**src/sv/keyboard_matrix_scan_core_defines.svh**
```systemverilog
// Assertion macros shared by the keyboard matrix scan core.
// Depends on nothing; included by the top level, which carries the concurrent assertions.
`ifndef KEYBOARD_MATRIX_SCAN_CORE_DEFINES_SVH
`define KEYBOARD_MATRIX_SCAN_CORE_DEFINES_SVH

// Same-cycle implication, switched off while reset is asserted.
`define KMS_ASSERT_IMPL(label, clk, rst_n, ante, cons, msg) \
    label: assert property (@(posedge clk) disable iff (!(rst_n)) (ante) |-> (cons)) \
        else $error(msg);

// Next-cycle implication, switched off while reset is asserted.
`define KMS_ASSERT_NEXT(label, clk, rst_n, ante, cons, msg) \
    label: assert property (@(posedge clk) disable iff (!(rst_n)) (ante) |=> (cons)) \
        else $error(msg);

`endif

```
**src/sv/kms_pkg.sv**
```systemverilog
// Types and constants of the keyboard matrix scan core.
// Depends on nothing; used by the channel interface, the matrix and the top level.
package kms_pkg;

    // Command codes carried by an input word.
    typedef enum logic [2:0] {
        CMD_PRESS           = 3'd0,
        CMD_RELEASE         = 3'd1,
        CMD_TOGGLE          = 3'd2,
        CMD_SCAN_COLS       = 3'd3,
        CMD_SCAN_ROWS       = 3'd4,
        CMD_SET_LOCK        = 3'd5,
        CMD_RESTORE_PRESS   = 3'd6,
        CMD_RESTORE_RELEASE = 3'd7
    } t_command;

    // Position of the shift lock key and the idle matrix word.
    localparam logic [2:0] LOCK_ROW     = 3'd6;
    localparam logic [2:0] LOCK_COL     = 3'd4;
    localparam logic [7:0] ALL_RELEASED = 8'hFF;

    // One input word.
    typedef struct packed {
        t_command    command;
        logic [2:0]  key_row;
        logic [2:0]  key_col;
        logic [7:0]  scan_mask;
        logic        lock_value;
    } t_cmd_word;

    // One result word.
    typedef struct packed {
        logic [7:0]  scan_value;
        logic        nmi_low;
        logic        matrix_changed;
    } t_res_word;

endpackage

```
**src/sv/kms_stream_if.sv**
```systemverilog
// Valid/ready channel that moves one word per handshake.
// Depends on kms_pkg for the default word type.
interface kms_stream_if #(
    parameter type T = kms_pkg::t_cmd_word
);
    logic valid;
    logic ready;
    T     data;

    // The producer drives valid and data, the consumer drives ready.
    modport source (output valid, output data, input ready);
    modport sink   (input valid, input data, output ready);
endinterface

```
**src/sv/kms_matrix.sv**
```systemverilog
// Key matrix store, shift lock and restore state, with the command decode.
// Depends on kms_pkg; the result is combinational, the state updates on i_apply.
module kms_matrix (
    input  logic               i_clk,
    input  logic               i_rst_n,
    input  logic               i_apply,
    input  kms_pkg::t_cmd_word i_word,
    output kms_pkg::t_res_word o_res
);
    import kms_pkg::*;

    logic [7:0] r_rows [8];
    logic       r_lock;
    logic       r_restore;

    logic [7:0] n_row;
    logic       n_lock;
    logic       n_restore;
    logic       s_row_write;

    logic [7:0] s_old_row;
    logic       s_old_bit;
    logic       s_is_lock_key;
    logic       s_press;
    logic       s_release;
    logic [7:0] s_scan_cols;
    logic [7:0] s_scan_rows;

    // The addressed row and key under the current command.
    assign s_old_row     = r_rows[i_word.key_row];
    assign s_old_bit     = s_old_row[i_word.key_col];
    assign s_is_lock_key = (i_word.key_row == LOCK_ROW) && (i_word.key_col == LOCK_COL);

    // Scan by columns: AND of the selected row words.
    always_comb begin
        s_scan_cols = ALL_RELEASED;
        for (int i = 0; i < 8; i++) begin
            s_scan_cols = s_scan_cols & (r_rows[i] | {8{~i_word.scan_mask[i]}});
        end
        if (r_lock && i_word.scan_mask[LOCK_ROW]) begin
            s_scan_cols[LOCK_COL] = 1'b0;
        end
    end

    // Scan by rows: bit r is the AND of row r over the selected columns.
    always_comb begin
        for (int r = 0; r < 8; r++) begin
            s_scan_rows[r] = &(r_rows[r] | ~i_word.scan_mask);
        end
        if (r_lock && i_word.scan_mask[LOCK_COL]) begin
            s_scan_rows[LOCK_ROW] = 1'b0;
        end
    end

    // Command decode: next state and the result word.
    always_comb begin
        s_press     = 1'b0;
        s_release   = 1'b0;
        n_lock      = r_lock;
        n_restore   = r_restore;
        o_res.scan_value = ALL_RELEASED;
        unique case (i_word.command)
            CMD_PRESS:           s_press = 1'b1;
            CMD_RELEASE:         s_release = 1'b1;
            CMD_TOGGLE: begin
                s_press   = s_old_bit;
                s_release = ~s_old_bit;
            end
            CMD_SCAN_COLS:       o_res.scan_value = s_scan_cols;
            CMD_SCAN_ROWS:       o_res.scan_value = s_scan_rows;
            CMD_SET_LOCK:        n_lock = i_word.lock_value;
            CMD_RESTORE_PRESS:   n_restore = 1'b1;
            CMD_RESTORE_RELEASE: n_restore = 1'b0;
            default:             n_restore = r_restore;
        endcase

        // A release of the shift lock key is ignored while the lock is held.
        n_row = s_old_row;
        if (s_press) begin
            n_row[i_word.key_col] = 1'b0;
        end else if (s_release && !(s_is_lock_key && r_lock)) begin
            n_row[i_word.key_col] = 1'b1;
        end
        s_row_write = s_press || s_release;

        o_res.nmi_low        = n_restore;
        o_res.matrix_changed = (n_row != s_old_row) || (n_lock != r_lock);
    end

    // State update when the word is handed on to the result register.
    always_ff @(posedge i_clk) begin
        if (!i_rst_n) begin
            for (int i = 0; i < 8; i++) begin
                r_rows[i] <= ALL_RELEASED;
            end
            r_lock    <= 1'b0;
            r_restore <= 1'b0;
        end else if (i_apply) begin
            if (s_row_write) begin
                r_rows[i_word.key_row] <= n_row;
            end
            r_lock    <= n_lock;
            r_restore <= n_restore;
        end
    end

endmodule

```
**src/sv/keyboard_matrix_scan_core.sv**
```systemverilog
// Top level of the keyboard matrix scan core: input register, matrix, result register.
// Depends on kms_pkg, kms_stream_if, kms_matrix and keyboard_matrix_scan_core_defines.svh.
//
// The core takes one command word per cycle while the result consumer keeps up, and
// gives one result word for each, in order. A word is first held in an input register;
// in the cycle it moves on, the key matrix decodes it, updates its state and loads the
// result register, from which the result is offered; the sustained rate is one word per
// clock when the consumer is ready. The input register and the result register each
// hold a word, so with the consumer stalled one further command is still taken before
// the input stops. Scans of rows and columns read the whole 8x8 store at once through a
// shallow AND of the selected rows or columns.
module keyboard_matrix_scan_core (
    input  logic           i_clk,
    input  logic           i_rst_n,
    kms_stream_if.sink     i_cmd,
    kms_stream_if.source   o_res
);
    import kms_pkg::*;

`include "keyboard_matrix_scan_core_defines.svh"

    logic       r_in_valid;
    t_cmd_word  r_in;
    logic       r_out_valid;
    t_res_word  r_res;

    logic       s_advance;
    logic       s_out_free;
    t_res_word  s_res;

    // The result register is free when empty or being read this cycle.
    assign s_out_free = !r_out_valid || o_res.ready;
    assign s_advance  = r_in_valid && s_out_free;

    assign i_cmd.ready = !r_in_valid || s_out_free;
    assign o_res.valid = r_out_valid;
    assign o_res.data  = r_res;

    // Matrix state and command decode.
    kms_matrix u_matrix (
        .i_clk   (i_clk),
        .i_rst_n (i_rst_n),
        .i_apply (s_advance),
        .i_word  (r_in),
        .o_res   (s_res)
    );

    // Input register.
    always_ff @(posedge i_clk) begin
        if (!i_rst_n) begin
            r_in_valid <= 1'b0;
        end else if (i_cmd.ready) begin
            r_in_valid <= i_cmd.valid;
        end
    end

    always_ff @(posedge i_clk) begin
        if (i_cmd.valid && i_cmd.ready) begin
            r_in <= i_cmd.data;
        end
    end

    // Result register.
    always_ff @(posedge i_clk) begin
        if (!i_rst_n) begin
            r_out_valid <= 1'b0;
        end else if (s_out_free) begin
            r_out_valid <= r_in_valid;
        end
    end

    always_ff @(posedge i_clk) begin
        if (s_advance) begin
            r_res <= s_res;
        end
    end

    // A restore press always leaves the NMI line pulled low in its result.
    `KMS_ASSERT_NEXT(a_restore_nmi, i_clk, i_rst_n, s_advance && (r_in.command == CMD_RESTORE_PRESS), r_res.nmi_low, "restore press did not pull NMI low")
    // Scans never alter the matrix or the lock.
    `KMS_ASSERT_NEXT(a_scan_no_change, i_clk, i_rst_n, s_advance && ((r_in.command == CMD_SCAN_COLS) || (r_in.command == CMD_SCAN_ROWS)), !r_res.matrix_changed, "scan reported a change")
    // Commands other than scans answer with every key released.
    `KMS_ASSERT_NEXT(a_idle_scan_value, i_clk, i_rst_n, s_advance && (r_in.command != CMD_SCAN_COLS) && (r_in.command != CMD_SCAN_ROWS), r_res.scan_value == ALL_RELEASED, "non-scan command returned a scan value")

endmodule
```
**src/flat_wrapper.sv**
```systemverilog
// flat-port wrapper written by rule: the top's interface ports become plain ports
module keyboard_matrix_scan_core_flat import kms_pkg::*;
  (i_clk, i_rst_n, i_cmd_valid, i_cmd_data, i_cmd_ready, o_res_valid, o_res_data, o_res_ready);
  kms_stream_if i_cmd_i ();
  kms_stream_if o_res_i ();
  input  logic i_clk;
  input  logic i_rst_n;
  input wire logic [$bits(i_cmd_i.valid)-1:0] i_cmd_valid;
  input wire logic [$bits(i_cmd_i.data)-1:0] i_cmd_data;
  output wire logic [$bits(i_cmd_i.ready)-1:0] i_cmd_ready;
  output wire logic [$bits(o_res_i.valid)-1:0] o_res_valid;
  output wire logic [$bits(o_res_i.data)-1:0] o_res_data;
  input wire logic [$bits(o_res_i.ready)-1:0] o_res_ready;
  assign i_cmd_i.valid = i_cmd_valid;
  assign i_cmd_i.data = i_cmd_data;
  assign i_cmd_ready = i_cmd_i.ready;
  assign o_res_valid = o_res_i.valid;
  assign o_res_data = o_res_i.data;
  assign o_res_i.ready = o_res_ready;
  keyboard_matrix_scan_core u_core (.i_clk(i_clk), .i_rst_n(i_rst_n), .i_cmd(i_cmd_i), .o_res(o_res_i));
endmodule
```
**config.mk**
```make
export PLATFORM = sky130hd
export DESIGN_NAME = keyboard_matrix_scan_core_flat
export DESIGN_NICKNAME = d
export VERILOG_FILES = /design/src/sv/kms_pkg.sv /design/src/sv/kms_stream_if.sv /design/src/sv/kms_matrix.sv /design/src/sv/keyboard_matrix_scan_core.sv /design/src/flat_wrapper.sv
export VERILOG_INCLUDE_DIRS = /design/src /design/src/sv
export SDC_FILE = /design/constraint.sdc
export NUM_CORES = 1
export LEC_CHECK = 0
export BUFFER_PORTS_ARGS = -buffer_cell sky130_fd_sc_hd__buf_2
export CAP_MARGIN = 10
export CORE_MARGIN = 2
export CORE_UTILIZATION = 44
export CTS_BUF_LIST = sky130_fd_sc_hd__clkbuf_4
export CTS_CLUSTER_DIAMETER = 120
export CTS_CLUSTER_SIZE = 12
export DETAILED_ROUTE_END_ITERATION = 10
export GPL_TIMING_DRIVEN = 0
export PLACE_DENSITY = 0.71
export SLEW_MARGIN = 20
export SYNTH_ARGS = -nofsm -noshare
export SYNTH_HDL_FRONTEND = slang
export SYNTH_SLANG_ARGS = --single-unit
export TNS_END_PERCENT = 20
```
**constraint.sdc**
```tcl
create_clock -name i_clk -period 4.8 [get_ports i_clk]
set_input_delay 1.2 -clock i_clk [delete_from_list [all_inputs] [get_ports i_clk]]
set_output_delay 1.2 -clock i_clk [all_outputs]
set_load 0.03 [all_outputs]
```
==> qor.txt, run 1 <==
Status -> finished, final reports clean
Gpl congestion -> 1.025
Global Route Usage Sum -> 27.87%
Grt ovf -> 0
CTS clk-pin slew, worst paths -> 150 ps
Worst Path Required -> 4960 ps
Number of gates resized after cts -> 0
Distinct cells, synth -> 53
Initial antenna violation count -> 0
Setup-failing EPs final -> 0
Fin crit share -> 78.82%
Setup TNS -> 0 ps
Synth top area cells -> edfxtp_1 51%, o22ai_1 7.7%, nand2_1 5.6%
Met2 GRT Util -> 40.43%
Vias -> 4660
Clock sinks -> 99
Worst Path Max Fanout -> 15
Final hold violations -> 0
Worst slew pin tran -> 1096 ps
Async S/R FF share, synth -> 0%
Final Non-Filler Cells -> 708
Placed cells -> 691
Die Y -> 115.0 um
1st-pass router iterations -> 5
Syn Inst Count -> 503
Max Transition Viols Final -> 0
# rows -> 40
DIE WIDTH -> 115.0 um
Worst setup path class -> in -> reg
Largest net degree at the start of global routing -> 19
Vias/cell -> 6.582
NumNets Final -> 577
Max H-tree Level -> 3
Number of synthesized flops with an enable pin -> 92
Die area -> 13230 um^2
Area delta synth->final -> 10.59%
Synth top area share -> 50.93%
Cell area after synthesis -> 5424 um^2
Yosys top cell by area -> edfxtp_1
Hold WC Path Type -> reg -> reg
Buffers on Ports -> 33
Wirelength, routed -> 17770 um
Number of I/O pins -> 42
Max Cap Viol -> 0
Seq cells post-synth -> 99
Vias in the first global route -> 4223
Hold bufs inserted after CTS -> 0
Share of layout cells above drive strength 1 -> 17.14%
Most numerous cell in the Yosys netlist -> edfxtp_1
RSZ-0062 raised after global routing -> false
Worst Skew -> 15.35 ps
Drt wl/cell -> 25.10 um
Max-slew headroom -> 26.39%
Final Core Density -> 49.94%
Maximum VDD drop -> 0.0002328 V
Post-detail-place hpwl -> 13160 um
Avg Synthesized Cell Area -> 10.78 um^2
CP Launch Type -> primary input
Critical path arrival -> 3940 ps
F_max -> 0.2643 GHz
Post-CTS Setup Bufs -> 0
Power density cells -> 279.0 nW/um^2
Design Power -> 0.001673 W
Met3 usage in global routing -> 6.906%
ANT nets after route -> 0
Minimum clock period -> 3783 ps
Clk root buf -> clkbuf_4
Lkg Pwr -> 1.782 nW
Worst setup EP type -> register
Sequential area share after synthesis -> 53.52%
Clock Latency Late Sink -> 480 ps
CTS Buf Count -> 9
DRC viols -> 0
DRT iter0 DRCs -> 683
Ys Warns -> 0
Post-synth top cells -> 92 x edfxtp_1, 81 x nand2_1, 67 x o22ai_1, 22 x clkbuf_1, 18 x nor4_1
Initial Util -> 45.16%
GRT busiest layer -> met2
First-pass GRT wire length -> 26290 um
Maximum root-to-sink buffer count -> 2
Synth Flop Type -> edfxtp_1
CTS tree -> done
GR Layer Usage met1 -> 39.42%
CORE AREA -> 12010 um^2
area by class of cell:
class                           count  area [um^2]
Antenna cell                        1        2.502
Clock buffer                       11        82.58
Clock inverter                      5        85.08
Multi-Input combinational cell    359         2337
Tap cell                          147        183.9
Inverter                           14        52.55
Timing Repair Buffer               34        170.2
Sequential cell                    99         2903
Buffer                             38        181.4
Fill cell                        1111         6013
state kept, by name, indices dropped and copies added (netlist names), named ones only:
signal and count:
u_core.r_in 18, u_core.u_matrix.r_restore 1, u_core.r_in_valid 1, u_core.u_matrix.r_rows 64, u_core.u_matrix.r_lock 1, u_core.o_res.data 10
u_core.o_res.valid 1
logic make-up after synthesis:
family	count (synthesis)	synth area share (%)
flops	99	53.52
compound gates	143	17.76
other cells	1	0.06914
buf+inv	52	4.314
mux	42	9.204
xor+xnor	1	0.1615
simple gates	165	14.97
layer usage:
metal  part of all wire, %  vias up
met5                  0.13        -
met4                   5.1        2
met3                    11       76
met2                    43      317
met1                    41     2233
li1                      -     2032
power by group:
group / internal, W / switching, W / total (W)
sequential: 0.000959 / 0.00000788 / 0.000967
combinational: 0.0000590 / 0.000145 / 0.000204
clock: 0.000227 / 0.000276 / 0.000503
total: 0.00124 / 0.000429 / 0.00167
path summary, 6_finish.rpt:
path | slack (ps) | cells past startpoint | startpoint | endpoint
setup / recovery | 1020 | 7 | o_res_ready | u_core.u_matrix.r_rows[1][4]
hold / removal | 540 | 1 | u_core.r_in_valid | u_core.o_res.valid
setup reg to reg | 1380 | 6 | u_core.o_res.valid | u_core.u_matrix.r_rows[1][4]
hold reg to reg | 540 | 1 | u_core.r_in_valid | u_core.o_res.valid
per-stage QoR:
stage / area [um^2] / setup slack (ps) / hold WS [ps]
after floorplan: 5450 / 1253 / 471.4
final: 5998 / 1017 / 543.1
after global placement: 5799 / 290.0 / 486.8
after CTS: 5984 / 884.6 / 543.7
after detailed placement: 5817 / 354.4 / 515.2
after global routing: 5996 / 831.1 / 568.7
worst max-delay path, cell delays in order:
cell      delay (ps)
buf_2             80
nor2b_1           70
nor2b_1          110
clkbuf_1         700
nand4_1          410
nor3_1           940
nand2b_1         430
placed cells by master, fill, tap and decap left out, types with 11 or more instances in the layout:
master | Yosys | layout
nand2b_1 | 12 | 12
nor2_1 | 16 | 16
inv_1 | 14 | 14
o21bai_1 | 14 | 14
clkbuf_4 | 0 | 11
mux2i_1 | 15 | 15
mux2_1 | 11 | 11
buf_2 | 4 | 38
a21oi_1 | 15 | 15
nor4_1 | 18 | 17
o22ai_1 | 67 | 67
clkbuf_1 | 22 | 22
edfxtp_1 | 92 | 92
mux2_2 | 12 | 12
nand2_1 | 81 | 81
(Power assumes the default switching activity.)
==> run 2: changes to the inputs <==
Settings changed: ABC_AREA from default to 1.
Clock period 4.8 ns to 3.56 ns, I/O delays scaled along.
==> qor.txt, run 2 <==
Vias in the first global route -> 4582
Vias/cell -> 5.728
Power density cells -> 383.7 nW/um^2
Final hold violations -> 0
Critical path arrival -> 3290 ps
Syn Inst Count -> 625
Wirelength, routed -> 18820 um
Worst setup path class -> reg -> reg
Setup TNS -> 0 ps
Avg Synthesized Cell Area -> 8.750 um^2
Seq cells post-synth -> 99
CORE AREA -> 12060 um^2
Share of layout cells above drive strength 1 -> 12.92%
Hold WC Path Type -> reg -> reg
Antenna diode count -> 0
Grt ovf -> 0
Max Transition Viols Final -> 0
Number of I/O pins -> 42
Minimum clock period -> 3078 ps
Clock sinks -> 99
Sequential area share after synthesis -> 53.08%
Hold WS -> 525.7 ps
Post-detail-place hpwl -> 14170 um
CTS tree -> done
Gpl congestion -> 1.013
Yosys top cell by area -> edfxtp_1
DRT iter0 DRCs -> 613
Most flops, register -> u_core.u_matrix.r_rows
Post-CTS Setup Bufs -> 0
Max-slew headroom -> 28.74%
Worst slew pin tran -> 1058 ps
Synth top area share -> 50.51%
Worst Skew -> 20.75 ps
ANT nets after route -> 0
Number of synthesized flops with an enable pin -> 92
NumNets Final -> 698
1st-pass router iterations -> 5
DRC viols -> 0
Status -> finished, final reports clean
Clock Latency Late Sink -> 500 ps
Synth Flop Type -> edfxtp_1
Number of gates resized after cts -> 0
Placed cells -> 833
RSZ-0062 raised after global routing -> false
Worst Path Required -> 3780 ps
Worst setup EP type -> register
Die Y -> 115.5 um
F_max -> 0.3249 GHz
Global Route Usage Sum -> 29.70%
CP Launch Type -> register
Max FFs per register -> 64
CTS Buf Count -> 9
Most numerous cell in the Yosys netlist -> nand2_1
First-pass GRT wire length -> 27850 um
# rows -> 40
Final worst setup slack -> 482.3 ps
Max Cap Viol -> 0
Largest net degree at the start of global routing -> 25
Buffers on Ports -> 33
Async S/R FF share, synth -> 0%
Maximum root-to-sink buffer count -> 2
DIE WIDTH -> 115.5 um
Most common cell after layout, fill and taps aside -> nand2_1
Die area -> 13340 um^2
Final Non-Filler Cells -> 849
Area delta synth->final -> 9.815%
Ys Warns -> 0
Vias -> 4863
Drt wl/cell -> 22.17 um
Clk root buf -> clkbuf_4
Cell area after synthesis -> 5469 um^2
Initial Util -> 45.34%
Design Power -> 0.002304 W
CTS clk-pin slew, worst paths -> 160 ps
Fin crit share -> 86.45%
Initial antenna violation count -> 0
Pre-CTS WS -> -96.33 ps
Lkg Pwr -> 2.382 nW
Synth top area cells -> edfxtp_1 51%, nand2_1 13%, inv_1 5.6%
Distinct cells, synth -> 42
Maximum VDD drop -> 0.0002655 V
Worst Path Max Fanout -> 10
Commonest non-fill, non-tap cells in the layout -> 184 x nand2_1, 92 x edfxtp_1, 81 x inv_1, 48 x nand3_1, 39 x nor2_1
Hold bufs inserted after CTS -> 0
Max H-tree Level -> 3
Setup-failing EPs final -> 0
Post-synth top cells -> 184 x nand2_1, 92 x edfxtp_1, 81 x inv_1, 48 x nand3_1, 39 x nor2_1
[run 2: worst max-delay path, stage by stage, from the launching register on]
cell and delay [ps]:
dfxtp_1 340, clkbuf_1 510, inv_2 240, nand3_1 240, nand3_1 100, nand2_1 130, nor2_4 60, nand3_1 90
nand2_2 140, inv_2 190, a22o_1 600, nand2_1 140
[run 2: power by group]
group	leakage [nW]	switching [W]	total (W)	internal, W
registers	0.760	0.0000213	0.00132	0.00130
clock network	0.0679	0.000424	0.000590	0.000165
logic	1.55	0.000291	0.000395	0.000105
[run 2: cells by family (layout without fill, tap and decap cells)]
kind of cell              count (synthesis)  count (layout)  share of synthesized area, %
DFF                                      99              99                         53.08
buffers and inverters                   113             162                         9.403
AOI/OAI and AO/OA                       113             113                         14.30
other                                     1               8                       0.06857
xor gates and xnor gates                  1               1                        0.1602
and+or+nand+nor                         298             298                         22.99
[run 2: cell type report]
| class | count | area, um^2 |
|---|---|---|
| plain buffers | 27 | 188.9 |
| clock buffers | 10 | 75.07 |
| clock inverters | 6 | 60.06 |
| fillers | 1168 | 6056 |
| inverters | 86 | 325.3 |
| multi-input cells | 420 | 2078 |
| flip-flops and latches | 99 | 2903 |
| well taps | 168 | 210.2 |
| repair buffers | 33 | 165.2 |
[run 2: metal layers]
metal / up-vias / track usage, % / routed length, um
li1: 2244 / - / -
met1: 2304 / 42.02 / 8136
met2: 283 / 44.48 / 8317
met3: 32 / 6.067 / 1760
met4: 0 / 12.77 / 609
met5: - / 0 / 0
[run 2: worst paths after layout]
kind | slack [ps] | end | cells past startpoint | from
setup / recovery | 480 | u_core.u_matrix.r_rows[4][0] | 11 | register
hold / removal | 530 | u_core.o_res.valid | 2 | u_core.o_res.valid
setup reg to reg | 480 | u_core.u_matrix.r_rows[4][0] | 11 | register
hold reg to reg | 530 | u_core.o_res.valid | 2 | u_core.o_res.valid
[run 2: stage by stage]
step | utilization (%) | area, um^2
after floorplan | - | 5495
after global placement | 48.67 | 5871
after detailed placement | 48.67 | 5871
after CTS | 49.79 | 6006
after global routing | 49.79 | 6006
final | 49.79 | 6006
==> run 3: changes to the inputs <==
Settings changed: ABC_AREA 1 to default.
==> qor.txt, run 3 (same netlist as run 1, synthesis figures left out) <==
Status -> finished, final reports clean
Final Non-Filler Cells -> 708
Most flops, register -> u_core.u_matrix.r_rows
Global Route Usage Sum -> 27.89%
Critical path arrival -> 3660 ps
Hold path depth -> 2
Largest net degree at the start of global routing -> 19
Lkg Pwr -> 1.782 nW
CTS Buf Count -> 9
Worst setup EP type -> register
Share of layout cells above drive strength 1 -> 17.32%
Max H-tree Level -> 3
CP max stage cell -> nor3_1
Hold_sp -> u_core.u_matrix.r_restore
Worst setup path class -> in -> reg
Post-CTS Setup Bufs -> 0
CP Launch Type -> primary input
DRC viols -> 0
Switch Pwr -> 0.0005796 W
CP bufs+invs -> 2
Hold WC Path Type -> reg -> reg
Setup TNS -> 0 ps
Worst slew pin tran -> 1111 ps
Clock network fraction of design power -> 30.1%
Max Cap Viol -> 0
Sequential Area -> 2903 um^2
Final hold violations -> 0
FILL cells -> 1110
Worst Skew -> 16.83 ps
CORE AREA -> 12010 um^2
Power density cells -> 376.0 nW/um^2
Number of I/O pins -> 42
Die area -> 13230 um^2
Grt ovf -> 0
Final Instance Area -> 6003 um^2
ANT nets after route -> 0
DRT iter0 DRCs -> 666
Multi-input gate area -> 2342 um^2
Critical Path, Cell by Cell -> buf_2 -> nor2b_1 -> nor2b_1 -> clkbuf_1 -> nand4_1 -> nor3_1 -> nand2b_1
Buffers on Ports -> 33
Pre-CTS WS -> -575.6 ps
Max-slew headroom -> 25.34%
Internal power -> 0.001678 W
Crit. path cell count -> 7
Post-detail-place hpwl -> 13160 um
Switch share -> 25.68%
Clock Latency Late Sink -> 480 ps
Max FFs per register -> 64
Hold endpoint -> u_core.u_matrix.r_restore
RSZ-0062 raised after global routing -> true
Sequential share of power -> 57.7%
Fin crit share -> 98.30%
CTS clk-pin slew, worst paths -> 150 ps
Wirelength, routed -> 17730 um
Most common cell after layout, fill and taps aside -> edfxtp_1
# rows -> 40
Area delta synth->final -> 10.68%
NumNets Final -> 577
1st-pass router iterations -> 5
Combinational power share -> 12.2%
First-pass GRT wire length -> 26310 um
Initial antenna violation count -> 0
Hold bufs inserted after CTS -> 0
Placed cells -> 691
Gpl congestion -> 1.025
Worst r2r dst -> u_core.u_matrix.r_rows[1][1]
Drt wl/cell -> 25.04 um
R2R cell count -> 6
Maximum root-to-sink buffer count -> 2
Minimum clock period -> 3499 ps
Final worst setup slack -> 60.66 ps
Initial Util -> 45.16%
Kind of cell adding the most delay to the critical path -> simple AND/OR/NAND/NOR gates
Worst Path Max Fanout -> 15
Number of gates resized after cts -> 1
Clock sinks -> 99
F_max -> 0.2858 GHz
Die Y -> 115.0 um
Worst Path Required -> 3720 ps
Worst reg2reg setup slack -> 110 ps
Clk root buf -> clkbuf_4
Vias -> 4600
Setup-failing EPs final -> 0
Crit path top cell by count -> nor2b_1
DP Area -> 5817 um^2
DIE WIDTH -> 115.0 um
CP peak stage delay -> 950 ps
Vias/cell -> 6.497
R2r startpoint -> u_core.o_res.valid
CTS tree -> done
Vias in the first global route -> 4231
Maximum VDD drop -> 0.0003134 V
Max Transition Viols Final -> 0
Commonest non-fill, non-tap cells in the layout -> 92 x edfxtp_1, 81 x nand2_1, 67 x o22ai_1, 38 x buf_2, 22 x clkbuf_1
run 3: cell types whose count changed in the layout (fill, tap and decap cells not counted), moves of 17 or more:
cell,before,now
nand3_1,48,4
o21ai_0,23,5
nand2_1,184,81
nor2_1,39,16
o22ai_1,20,67
inv_1,81,14
nor4_1,0,17
run 3: metal layers:
metal  track usage (%)  up-vias  wire (um)
met3             6.906       76       1777
met2             40.51      297       7713
met1             39.42     2193       7402
met5             2.222        -         23
met4             12.61        2        811
li1                  -     2032          -
run 3: worst register-to-register path: stages, from the launching register on:
cell and delay [ps]:
dfxtp_1 340, nor2b_1 170, nor2b_1 110, clkbuf_1 700, nand4_1 420, nor3_1 950
nand2b_1 440
run 3: how the worst max path moves through the flow:
| stage | start | to |
|---|---|---|
| finish | o_res_ready | u_core.u_matrix.r_rows[1][1] |
| global route | o_res_ready | u_core.u_matrix.r_rows[5][4] |
| CTS | o_res_ready | u_core.u_matrix.r_rows[3][5] |
| detailed placement | o_res_ready | u_core.u_matrix.r_rows[4][0] |
| global placement | o_res_ready | u_core.u_matrix.r_rows[2][4] |
| floorplan | o_res_ready | u_core.u_matrix.r_rows[4][0] |
run 3: power by group through the flow:
stage,logic (W),registers [W],clock network (W)
final,0.000275,0.00130,0.000679
after floorplan,0.000176,0.00134,0
after CTS,0.000268,0.00130,0.000693
after detailed placement,0.000267,0.00133,0
after global placement,0.000264,0.00133,0
after global routing,0.000294,0.00131,0.000729
run 3: layout make-up:
type	count	share of cell area, %
Sequential cell	99	48.35
Multi-Input combinational cell	359	39.02
Tap cell	147	3.064
Buffer	38	3.022
Timing Repair Buffer	34	2.835
Clock inverter	5	1.417
Clock buffer	11	1.376
Inverter	14	0.8754
Antenna cell	1	0.04168
run 3: per-stage QoR:
stage                     utilization, %  hold WS, ps  total power, W
after floorplan                        -        471.4        0.001514
after global placement             48.28        486.8        0.001593
after detailed placement           48.43        515.2        0.001597
after CTS                          49.88        543.7        0.002264
after global routing               49.96        547.0        0.002329
final                              49.98        544.6        0.002257
